[config.mk]
export PLATFORM = sky130hd
export DESIGN_NAME = substring_first_match_search
export DESIGN_NICKNAME = d
export VERILOG_FILES = /design/src/rtl/sfms_pkg.sv /design/src/rtl/substring_first_match_search.sv /design/src/rtl/sfms_cell.sv
export SDC_FILE = /design/constraint.sdc
export NUM_CORES = 1
export LEC_CHECK = 0
export ABC_AREA = 1
export ABC_CLOCK_PERIOD_IN_PS = 29400
export BUFFER_PORTS_ARGS = -buffer_cell sky130_fd_sc_hd__buf_4
export CAP_MARGIN = 20
export CORE_UTILIZATION = 40
export DETAILED_ROUTE_END_ITERATION = 8
export GPL_TIMING_DRIVEN = 0
export PLACE_DENSITY = 0.66
export SLEW_MARGIN = 15
export SYNTH_ARGS = -nofsm -noshare
export SYNTH_HDL_FRONTEND = slang
export SYNTH_SLANG_ARGS = --single-unit
[constraint.sdc]
create_clock -name clk -period 29.4 [get_ports clk]
set_input_delay 2.94 -clock clk [delete_from_list [all_inputs] [get_ports clk]]
set_output_delay 2.94 -clock clk [all_outputs]
set_load 0.05 [all_outputs]
[src/rtl/sfms_pkg.sv]
package sfms_pkg;

  // default sizes
  localparam int unsigned         MAX_PATTERN_DEF = 32;
  localparam longint unsigned     MAX_TEXT_DEF    = 65535;

  // fixed field widths
  localparam int unsigned BYTE_W = 8;
  localparam int unsigned POS_W  = 16;

  // request codes
  typedef enum logic [1:0] {
    REQ_PATTERN = 2'd0,
    REQ_TEXT    = 2'd1,
    REQ_END     = 2'd2,
    REQ_NONE    = 2'd3
  } req_t;

  // status codes
  typedef enum logic [1:0] {
    ST_OK       = 2'd0,
    ST_PAT_LONG = 2'd1,
    ST_TXT_LONG = 2'd2,
    ST_RSVD     = 2'd3
  } status_t;

  // per-cycle control broadcast to every cell
  typedef struct packed {
    logic clr;
    logic pat_shift;
    logic txt_shift;
  } sfms_ctl_t;

endpackage

[src/rtl/substring_first_match_search.sv]
// a result reaches out_* in the cycle after its end-of-text transaction
// throughput: one transaction per cycle; every text byte is compared against the
//   whole pattern in the same cycle by a row of MAX_PATTERN compare cells
// input stalls only when an end-of-text transaction meets a held, stalled result
// reset: synchronous active-low rst_n clears counters, flags and output valid;
//   stored pattern and window bytes are not reset and are masked by valid bits
module substring_first_match_search import sfms_pkg::*; #(
  parameter int unsigned     MAX_PATTERN = MAX_PATTERN_DEF,
  parameter longint unsigned MAX_TEXT    = MAX_TEXT_DEF
) (
  input  logic              clk,
  input  logic              rst_n,
  input  logic              in_valid,
  output logic              in_stall,
  input  logic [1:0]        in_req_type,
  input  logic [BYTE_W-1:0] in_data_byte,
  input  logic [POS_W-1:0]  in_start_pos,
  output logic              out_valid,
  input  logic              out_stall,
  output logic [POS_W-1:0]  out_match_position,
  output logic              out_found,
  output logic [1:0]        out_status
);

  localparam int unsigned LEN_W = $clog2(MAX_PATTERN + 1);
  localparam int unsigned CNT_W = $clog2(MAX_TEXT + 1);
  localparam int unsigned CMP_W = ((CNT_W > POS_W) ? CNT_W : POS_W) + 2;

  // search state
  logic [LEN_W-1:0] pat_len_r, pat_len_nxt;
  logic [CNT_W-1:0] cnt_r, cnt_nxt;
  logic [POS_W-1:0] start_r, start_nxt;
  logic [CNT_W-1:0] first_r, first_nxt;
  logic             seen_r, seen_nxt;
  logic             err_pat_r, err_pat_nxt;
  logic             err_txt_r, err_txt_nxt;
  logic             txt_phase_r, txt_phase_nxt;

  // result register
  logic             out_valid_r, out_valid_nxt;
  logic [POS_W-1:0] out_pos_r, out_pos_nxt;
  logic             out_found_r, out_found_nxt;
  status_t          out_status_r, out_status_nxt;

  logic      acc;
  req_t      req;
  sfms_ctl_t ctl;
  logic      pat_full;
  logic      txt_full;
  logic [POS_W-1:0] start_eff;
  logic      all_hit;
  logic      cand_ok;
  logic      res_ok;
  status_t   st;
  logic [CNT_W-1:0] pos_sel;

  // cell chain wiring
  logic [BYTE_W-1:0] pat_link [MAX_PATTERN+1];
  logic              vld_link [MAX_PATTERN+1];
  logic [BYTE_W-1:0] txt_link [MAX_PATTERN+1];
  logic [MAX_PATTERN-1:0] hits;

  // handshake
  assign req      = req_t'(in_req_type);
  assign in_stall = out_valid_r && out_stall && (req == REQ_END);
  assign acc      = in_valid && !in_stall;

  assign pat_full  = (pat_len_r == LEN_W'(MAX_PATTERN));
  assign txt_full  = (cnt_r >= CNT_W'(MAX_TEXT));
  assign start_eff = txt_phase_r ? start_r : in_start_pos;

  // cell controls
  always_comb begin
    ctl.clr       = acc && (req == REQ_END);
    ctl.pat_shift = acc && (req == REQ_PATTERN) && !txt_phase_r && !pat_full;
    ctl.txt_shift = acc && (req == REQ_TEXT) && !txt_full;
  end

  assign pat_link[0] = in_data_byte;
  assign vld_link[0] = 1'b1;
  assign txt_link[0] = in_data_byte;

  // compare cells, slot 0 holds the newest byte
  for (genvar j = 0; j < MAX_PATTERN; j++) begin : g_cell
    sfms_cell u_cell (
      .clk         (clk),
      .rst_n       (rst_n),
      .ctl         (ctl),
      .pat_in      (pat_link[j]),
      .pat_vld_in  (vld_link[j]),
      .txt_in      (txt_link[j]),
      .pat_out     (pat_link[j+1]),
      .pat_vld_out (vld_link[j+1]),
      .txt_out     (txt_link[j+1]),
      .hit         (hits[j])
    );
  end

  assign all_hit = &hits;
  // candidate start (count+1 - len + 1) at or after start position
  assign cand_ok = (CMP_W'(cnt_r) + CMP_W'(2)) >= (CMP_W'(start_eff) + CMP_W'(pat_len_r));

  // search state next values
  always_comb begin
    pat_len_nxt   = pat_len_r;
    cnt_nxt       = cnt_r;
    start_nxt     = start_r;
    first_nxt     = first_r;
    seen_nxt      = seen_r;
    err_pat_nxt   = err_pat_r;
    err_txt_nxt   = err_txt_r;
    txt_phase_nxt = txt_phase_r;
    if (acc) begin
      case (req)
        REQ_PATTERN: begin
          if (!txt_phase_r) begin
            if (pat_full) begin
              err_pat_nxt = 1'b1;
            end else begin
              pat_len_nxt = pat_len_r + LEN_W'(1);
            end
          end
        end
        REQ_TEXT: begin
          if (!txt_phase_r) begin
            txt_phase_nxt = 1'b1;
            start_nxt     = in_start_pos;
          end
          if (txt_full) begin
            err_txt_nxt = 1'b1;
          end else begin
            cnt_nxt = cnt_r + CNT_W'(1);
            if (!seen_r && (pat_len_r != '0) &&
                (CMP_W'(cnt_r) + CMP_W'(1) >= CMP_W'(pat_len_r)) &&
                cand_ok && all_hit) begin
              seen_nxt  = 1'b1;
              first_nxt = CNT_W'(CMP_W'(cnt_r) + CMP_W'(2) - CMP_W'(pat_len_r));
            end
          end
        end
        REQ_END: begin
          pat_len_nxt   = '0;
          cnt_nxt       = '0;
          start_nxt     = '0;
          first_nxt     = '0;
          seen_nxt      = 1'b0;
          err_pat_nxt   = 1'b0;
          err_txt_nxt   = 1'b0;
          txt_phase_nxt = 1'b0;
        end
        default: begin
        end
      endcase
    end
  end

  // result of the current search
  always_comb begin
    if (err_pat_r) begin
      st = ST_PAT_LONG;
    end else if (err_txt_r) begin
      st = ST_TXT_LONG;
    end else begin
      st = ST_OK;
    end
    res_ok = (st == ST_OK) && (pat_len_r != '0) && (cnt_r != '0) &&
             (start_r != '0) && (CMP_W'(start_r) <= CMP_W'(cnt_r)) &&
             (CMP_W'(pat_len_r) <= CMP_W'(cnt_r)) && seen_r;
    pos_sel = res_ok ? first_r : '0;
  end

  // output register
  always_comb begin
    out_valid_nxt  = out_valid_r && out_stall;
    out_pos_nxt    = out_pos_r;
    out_found_nxt  = out_found_r;
    out_status_nxt = out_status_r;
    if (ctl.clr) begin
      out_valid_nxt  = 1'b1;
      out_pos_nxt    = POS_W'(pos_sel);
      out_found_nxt  = (pos_sel != '0);
      out_status_nxt = st;
    end
  end

  // control registers
  always_ff @(posedge clk) begin
    if (!rst_n) begin
      pat_len_r   <= '0;
      cnt_r       <= '0;
      start_r     <= '0;
      first_r     <= '0;
      seen_r      <= 1'b0;
      err_pat_r   <= 1'b0;
      err_txt_r   <= 1'b0;
      txt_phase_r <= 1'b0;
      out_valid_r <= 1'b0;
    end else begin
      pat_len_r   <= pat_len_nxt;
      cnt_r       <= cnt_nxt;
      start_r     <= start_nxt;
      first_r     <= first_nxt;
      seen_r      <= seen_nxt;
      err_pat_r   <= err_pat_nxt;
      err_txt_r   <= err_txt_nxt;
      txt_phase_r <= txt_phase_nxt;
      out_valid_r <= out_valid_nxt;
    end
  end

  // result payload
  always_ff @(posedge clk) begin
    out_pos_r    <= out_pos_nxt;
    out_found_r  <= out_found_nxt;
    out_status_r <= out_status_nxt;
  end

  assign out_valid          = out_valid_r;
  assign out_match_position = out_pos_r;
  assign out_found          = out_found_r;
  assign out_status         = out_status_r;

  // an accepted end of text always yields a result next cycle
  a_end_gives_result: assert property (@(posedge clk) disable iff (!rst_n)
    ctl.clr |=> out_valid_r)
    else $error("end of text without result");

  // a flagged error never reports a match
  a_err_no_found: assert property (@(posedge clk) disable iff (!rst_n)
    out_valid_r && (out_status_r != ST_OK) |-> !out_found_r)
    else $error("match reported with error status");

  // pattern length stays within the cell row
  a_len_bound: assert property (@(posedge clk) disable iff (!rst_n)
    pat_len_r <= LEN_W'(MAX_PATTERN))
    else $error("pattern length overflow");

  // a recorded match is only dropped by end of text
  a_seen_hold: assert property (@(posedge clk) disable iff (!rst_n)
    $fell(seen_r) |-> ($past(ctl.clr) || !$past(rst_n)))
    else $error("match flag lost");

endmodule

[src/rtl/sfms_cell.sv]
module sfms_cell import sfms_pkg::*; (
  input  logic              clk,
  input  logic              rst_n,
  input  sfms_ctl_t         ctl,
  input  logic [BYTE_W-1:0] pat_in,
  input  logic              pat_vld_in,
  input  logic [BYTE_W-1:0] txt_in,
  output logic [BYTE_W-1:0] pat_out,
  output logic              pat_vld_out,
  output logic [BYTE_W-1:0] txt_out,
  output logic              hit
);

  logic [BYTE_W-1:0] pat_r;
  logic              pat_vld_r;
  logic [BYTE_W-1:0] txt_r;

  // pattern valid bit, cleared per search
  always_ff @(posedge clk) begin
    if (!rst_n || ctl.clr) begin
      pat_vld_r <= 1'b0;
    end else if (ctl.pat_shift) begin
      pat_vld_r <= pat_vld_in;
    end
  end

  // pattern and window bytes
  always_ff @(posedge clk) begin
    if (ctl.pat_shift) begin
      pat_r <= pat_in;
    end
    if (ctl.txt_shift) begin
      txt_r <= txt_in;
    end
  end

  // compare against the byte entering this slot
  assign hit         = !pat_vld_r || (pat_r == txt_in);
  assign pat_out     = pat_r;
  assign pat_vld_out = pat_vld_r;
  assign txt_out     = txt_r;

endmodule

After elaboration in Yosys (flattened, before gate mapping). Index checks and enable logic that the tools add are counted.

Memory bits (read-only): 0. Latch bits: 0. Bits of input ports: 30. Memory bits (writable): 0. Memories kept: 0. Register bits: 614.

Bitwise logic cells: 0. $mul: 0. Div/mod/pow operators: 0. $add $sub $neg: 6. Equality and inequality tests: 41. Shifts and indexed selects: 0. Muxes and demuxes: 23. Order comparisons: 5. Reduce and logical (&&, ||, !) cells: 105.

Operator list (count): 8-bit == test (32); 16-bit case mux with 2 select lines (3); 16-bit 2-to-1 mux (5); 16-bit nonzero test (3); 1-bit logical NOT (38); 1-bit logical OR (33); 32-bit AND reduction (1); 1-bit logical AND (19); 16-bit by 1-bit adder with 17-bit output, second input constant (1); 16-bit by 2-bit adder with 17-bit output, second input constant (1); 16-bit by 6-bit adder with 17-bit output (1); 17-bit greater-or-equal comparator (1); 17-bit by 6-bit greater-or-equal comparator with 1-bit output (1); 16-bit by 1-bit adder with 16-bit output, second input constant (1); 16-bit greater-or-equal comparator, second input constant (1); 16-bit <= comparator (1); 6-bit by 16-bit <= comparator with 1-bit output (1); 16-bit by 6-bit subtractor with 16-bit output (1); 6-bit 2-to-1 mux (2); 6-bit case mux with 2 select lines (1); 4-bit AND reduction (3); 2-bit != test, second input constant (5); 1-bit case mux with 2 select lines (4); 6-bit by 1-bit adder with 6-bit output, second input constant (1); other kinds (11) (20).

Logic depth before layout (Yosys ltp).
Word-level depth: 11. Gate-level depth with buffers: 33. Depth with buffers taken out: 30.

Hierarchy. A second synthesis with hierarchy kept.

Cells, all modules: 2592. Area, all modules: 27537.7 um^2.

Modules (own cells, without submodules): sfms_cell (instances 32, area an instance 659.4 um^2, seq. area each 500.5 um^2, cells an instance 52); substring_first_match_search (instances 1, area an instance 6437.4 um^2, seq. area each 1751.7 um^2, cells an instance 928).

Least setup slack after synthesis. Ideal clock, no wire load.

Path kind: input -> register. Start point: in in_req_type[0]. End point: reg g_cell[0].u_cell.txt_r[0], enable pin. Stages on the path: 7. Path buffers: 0. Library setup time: 1.165 ns. Required time: 28.235 ns. Arrival time: 20.662 ns. Slack: 7.573 ns. Cell sequence: inv_1 -> ha_1 -> inv_1 -> nor2_1 -> inv_1 -> nand2_1 -> nor3_1.

RTL lines: start: declaration (line substring_first_match_search.sv:15) `input logic [1:0] in_req_type,`; end signal: assignment (line sfms_cell.sv:33) `txt_r <= txt_in;`; end: declaration (line sfms_cell.sv:16) `logic [BYTE_W-1:0] txt_r;`.

Worst setup path after layout.
Start point: in in_start_pos[0]. End point: reg first_r[11].

Longest elaborated chain between the ends: 7.

Ends and longest elaborated chain: start: declaration (line substring_first_match_search.sv:17) `input logic [POS_W-1:0] in_start_pos,`; 16-bit 2-to-1 mux; 16-bit by 6-bit adder with 17-bit output (line substring_first_match_search.sv:101) `assign cand_ok = (CMP_W'(cnt_r) + CMP_W'(2)) >= (CMP_W'(start_eff) + CMP_W'(pat_len_r));`; 17-bit greater-or-equal comparator (line substring_first_match_search.sv:101); 1-bit logical AND (line substring_first_match_search.sv:134) `(CMP_W'(cnt_r) + CMP_W'(1) >= CMP_W'(pat_len_r)) &&`; 1-bit logical AND (line substring_first_match_search.sv:135) `cand_ok && all_hit) begin`; 2-bit by 1-bit != test with 1-bit output (no source line); 4-bit AND reduction (no source line); end signal: assignment (line substring_first_match_search.sv:202) `first_r <= first_nxt;`; end: declaration (line substring_first_match_search.sv:33) `logic [CNT_W-1:0] first_r, first_nxt;`.

No other way between the ends. A chain may end at the register's enable or synchronous reset.

==> summary.md <==
| Metric | Value |
|---|---|
| Crit. End Element | `register` |
| Mean Syn Cell Area | `12.0 µm²` |
| Setup Fix Bufs, Post-CTS | `0` |
| Initial Utilization | `40.5%` |
| # diodes | `0` |
| Post-synth EDFFs | `523` |
| RSZ-0062 raised after global routing | `no` |
| Max Clk Rate | `0.146 GHz` |
| Starting DRC count in detailed routing | `1,300` |
| CTS H-tree depth | `3` |
| Seq/Total Area, Yosys | `67.3%` |
| Global-route wire length before repair | `80.3 mm` |
| Worst-margin pin slew | `963 ps` |
| CTS tree | `built` |
| Clock Sinks | `614` |
| Layout Nets | `2,416` |
| Syn. warnings | `0` |
| VDD IR-drop max | `0.0490 mV` |
| Final TNS setup | `0 ps` |
| CP Class | `in -> reg` |
| WP data required | `29,830 ps` |
| # DRC | `0` |
| Antenna violations before repair | `1` |
| Vias in the first global route | `15,663` |
| Synth top area share | `60.3%` |
| Syn nets | `2,265` |
| Status | `finished clean` |
| Final Instance Count excl. Fillers | `3,227` |
| Mapped Cells | `2,168` |
| Critical path launch point type | `input port` |
| Core area | `64,300 µm²` |
| Tot GR Track Use | `15.4%` |
| Gate power share | `5.9%` |
| Most frequent cell after synthesis | `edfxtp_1` |
| WL final | `50.6 mm` |
| Max FO, Critical Path | `10` |
| Sequential share of power | `51.1%` |
| Final Max Tran Viols | `0` |
| Worst path slowest cell | `nor4_1` |
| I/O Buffers | `50` |
| Setup Skew | `22.5 ps` |
| Clk Latency, worst-skew pair | `600 ps` |
| Overflow after GRT | `0` |
| Top post-synthesis cells by count | `523 x edfxtp_1, 522 x nand2_1, 203 x xnor2_1` |
| Post-CTS Resized | `0` |
| CTS Buf Count | `66` |
| Int Pwr | `1.49 mW` |
| Placed insts | `3,106` |
| Die height | `257 µm` |
| Final ANT Viol Nets | `0` |
| Final period util | `23.3%` |
| IO Pins | `51` |
| Most used cell, CP | `nand2_1` |
| FP Rows | `93` |
| Register area | `17,500 µm²` |
| CTS root buf | `clkbuf_16` |
| Largest net degree at the start of global routing | `59` |
| Synth area leaders | `edfxtp_1 60%, nand2_1 7.5%, dfxtp_1 7.0%` |
| Die Area | `66,100 µm²` |
| Final hold viol count | `0` |
| Area Overhead vs Synth | `15.4%` |
| Switching share of power | `22.3%` |
| Vias | `15,648` |
| Layout cells sized above 1 | `11.1%` |
| Fillers | `5,669` |
| Vias per cell | `4.85` |
| Power per Cell Area | `63.9 nW/µm²` |
| Router iterations before antenna repair | `5` |
| Hold_buf cts | `0` |
| DR WL/cell | `15.7 µm` |
| FF+latch count, synth | `614` |
| Relative slew slack | `35.1%` |
| Post-synth top area cell | `edfxtp_1` |
| Clock transition at path regs | `60 ps` |
| Worst Hold Class | `reg -> reg` |
| Post-synth ARST share | `0%` |
| Routability cong. | `0.906` |
| Net Sw Power | `427 µW` |
| Multi-input combinational cell area | `7690 µm²` |
| Post-synthesis cell area | `26,000 µm²` |
| Maxcap violations | `0` |
| Final Setup Violations | `0` |
| Max stage delay on crit path | `410 ps` |
| Detailed placement HPWL | `36.4 mm` |
| Leak Pwr | `10.9 nW` |
| Max clock buf depth | `3` |
| Synth Flop Type | `edfxtp_1` |
| Fin crit period | `6860 ps` |
| Clock power share | `43.0%` |
| Post-synth cell types | `47` |
| Data arrival time of the worst path | `7290 ps` |
| Die width | `257 µm` |
## stage by stage
stage | hold slack, ps | setup slack, ps | power [mW] | utilization [%] | cell area, µm²
after detailed placement | 433 | 21970 | 1.11 | 43.3 | 27800
after global routing | 467 | 22160 | 1.99 | 46.7 | 30000
after global placement | 429 | -2430 | 1.12 | 42.7 | 27500
final | 444 | 22540 | 1.92 | 46.7 | 30000
after floorplan | 426 | 7570 | 1.08 | - | 26000
after CTS | 447 | 22550 | 1.94 | 46.7 | 30000
## state kept, by name, indices dropped and copies added (netlist names)
signal,flops
first_r,16
out_status,2
g_cell.u_cell.pat_vld_out,32
txt_phase_r,1
out_valid,1
seen_r,1
g_cell.u_cell.pat_out,256
err_pat_r,1
pat_len_r,6
g_cell.u_cell.txt_out,248
cnt_r,16
out_found,1
start_r,16
err_txt_r,1
out_match_position,16
## metal layers
layer	routed length, µm	part of all wire [%]	GRT usage (%)	up-vias
met4	1310	2.6	4.84	0
li1	-	-	-	7659
met2	25100	50	25.8	325
met1	21200	42	19.7	7571
met5	0	0	0	-
met3	3020	6.0	3.71	93
## cell usage in the layout (no fill, tap or decap), types with 19 or more instances in the layout
master / netlist / routed
a21oi_1: 104 / 104
buf_4: 0 / 71
clkbuf_1: 23 / 33
clkbuf_16: 0 / 72
dfxtp_1: 91 / 91
edfxtp_1: 523 / 523
ha_1: 65 / 65
inv_1: 180 / 180
nand2_1: 522 / 522
nand3_1: 57 / 57
nand4_1: 23 / 23
nor2_1: 159 / 159
nor3_1: 20 / 19
o21ai_0: 23 / 23
xnor2_1: 203 / 203
xor2_1: 42 / 42
## worst max-delay path, delay by kind of cell
family / cells / cell delay, ps
AOI/OAI and AO/OA: 6 / 960
and+or+nand+nor: 17 / 2290
buffers and inverters: 2 / 250
adders and majority gates: 3 / 830
## final timing paths
| check | from | endpoint | slack, ps | depth (start not counted) |
|---|---|---|---|---|
| worst max register to register | txt_phase_r | first_r[11] | 23350 | 29 |
| worst min register to register | g_cell[6].u_cell.pat_out[6] | g_cell[7].u_cell.pat_out[6] | 440 | 0 |
| worst min-delay path | g_cell[6].u_cell.pat_out[6] | g_cell[7].u_cell.pat_out[6] | 440 | 0 |
| worst max-delay path | in_start_pos[0] | first_r[11] | 22540 | 28 |
## kinds of logic (layout without fill, tap and decap cells)
group,count (synthesis),after routing,share of synthesized area [%]
flip-flops,614,614,67.3
AND/OR/NAND/NOR,852,852,13.9
AO/OA/AOI/OAI,171,171,3.73
multiplexers,4,4,0.154
buffers and inverters,213,417,3.18
XOR/XNOR,247,247,8.41
adder cells (fa/ha/maj),67,67,3.28
## power by group through the flow
stage	sequential (mW)	clock (mW)	combinational (mW)
2_1_floorplan	1.01	0	0.0761
3_3_place_gp	1.01	0	0.106
3_5_place_dp	0.999	0	0.114
4_1_cts	0.981	0.848	0.114
5_1_grt	0.983	0.881	0.127
6_report	0.981	0.825	0.113
## layout make-up
cell class / count / share of cell area, %
tap: 855 / 3.56
sequential: 614 / 58.4
clock inverter: 35 / 1.00
clock buffer: 86 / 6.27
inverter: 185 / 2.31
buffer: 28 / 0.454
timing repair buffer: 83 / 2.45
multi-input combinational: 1341 / 25.6
(Power assumes the default switching activity.)
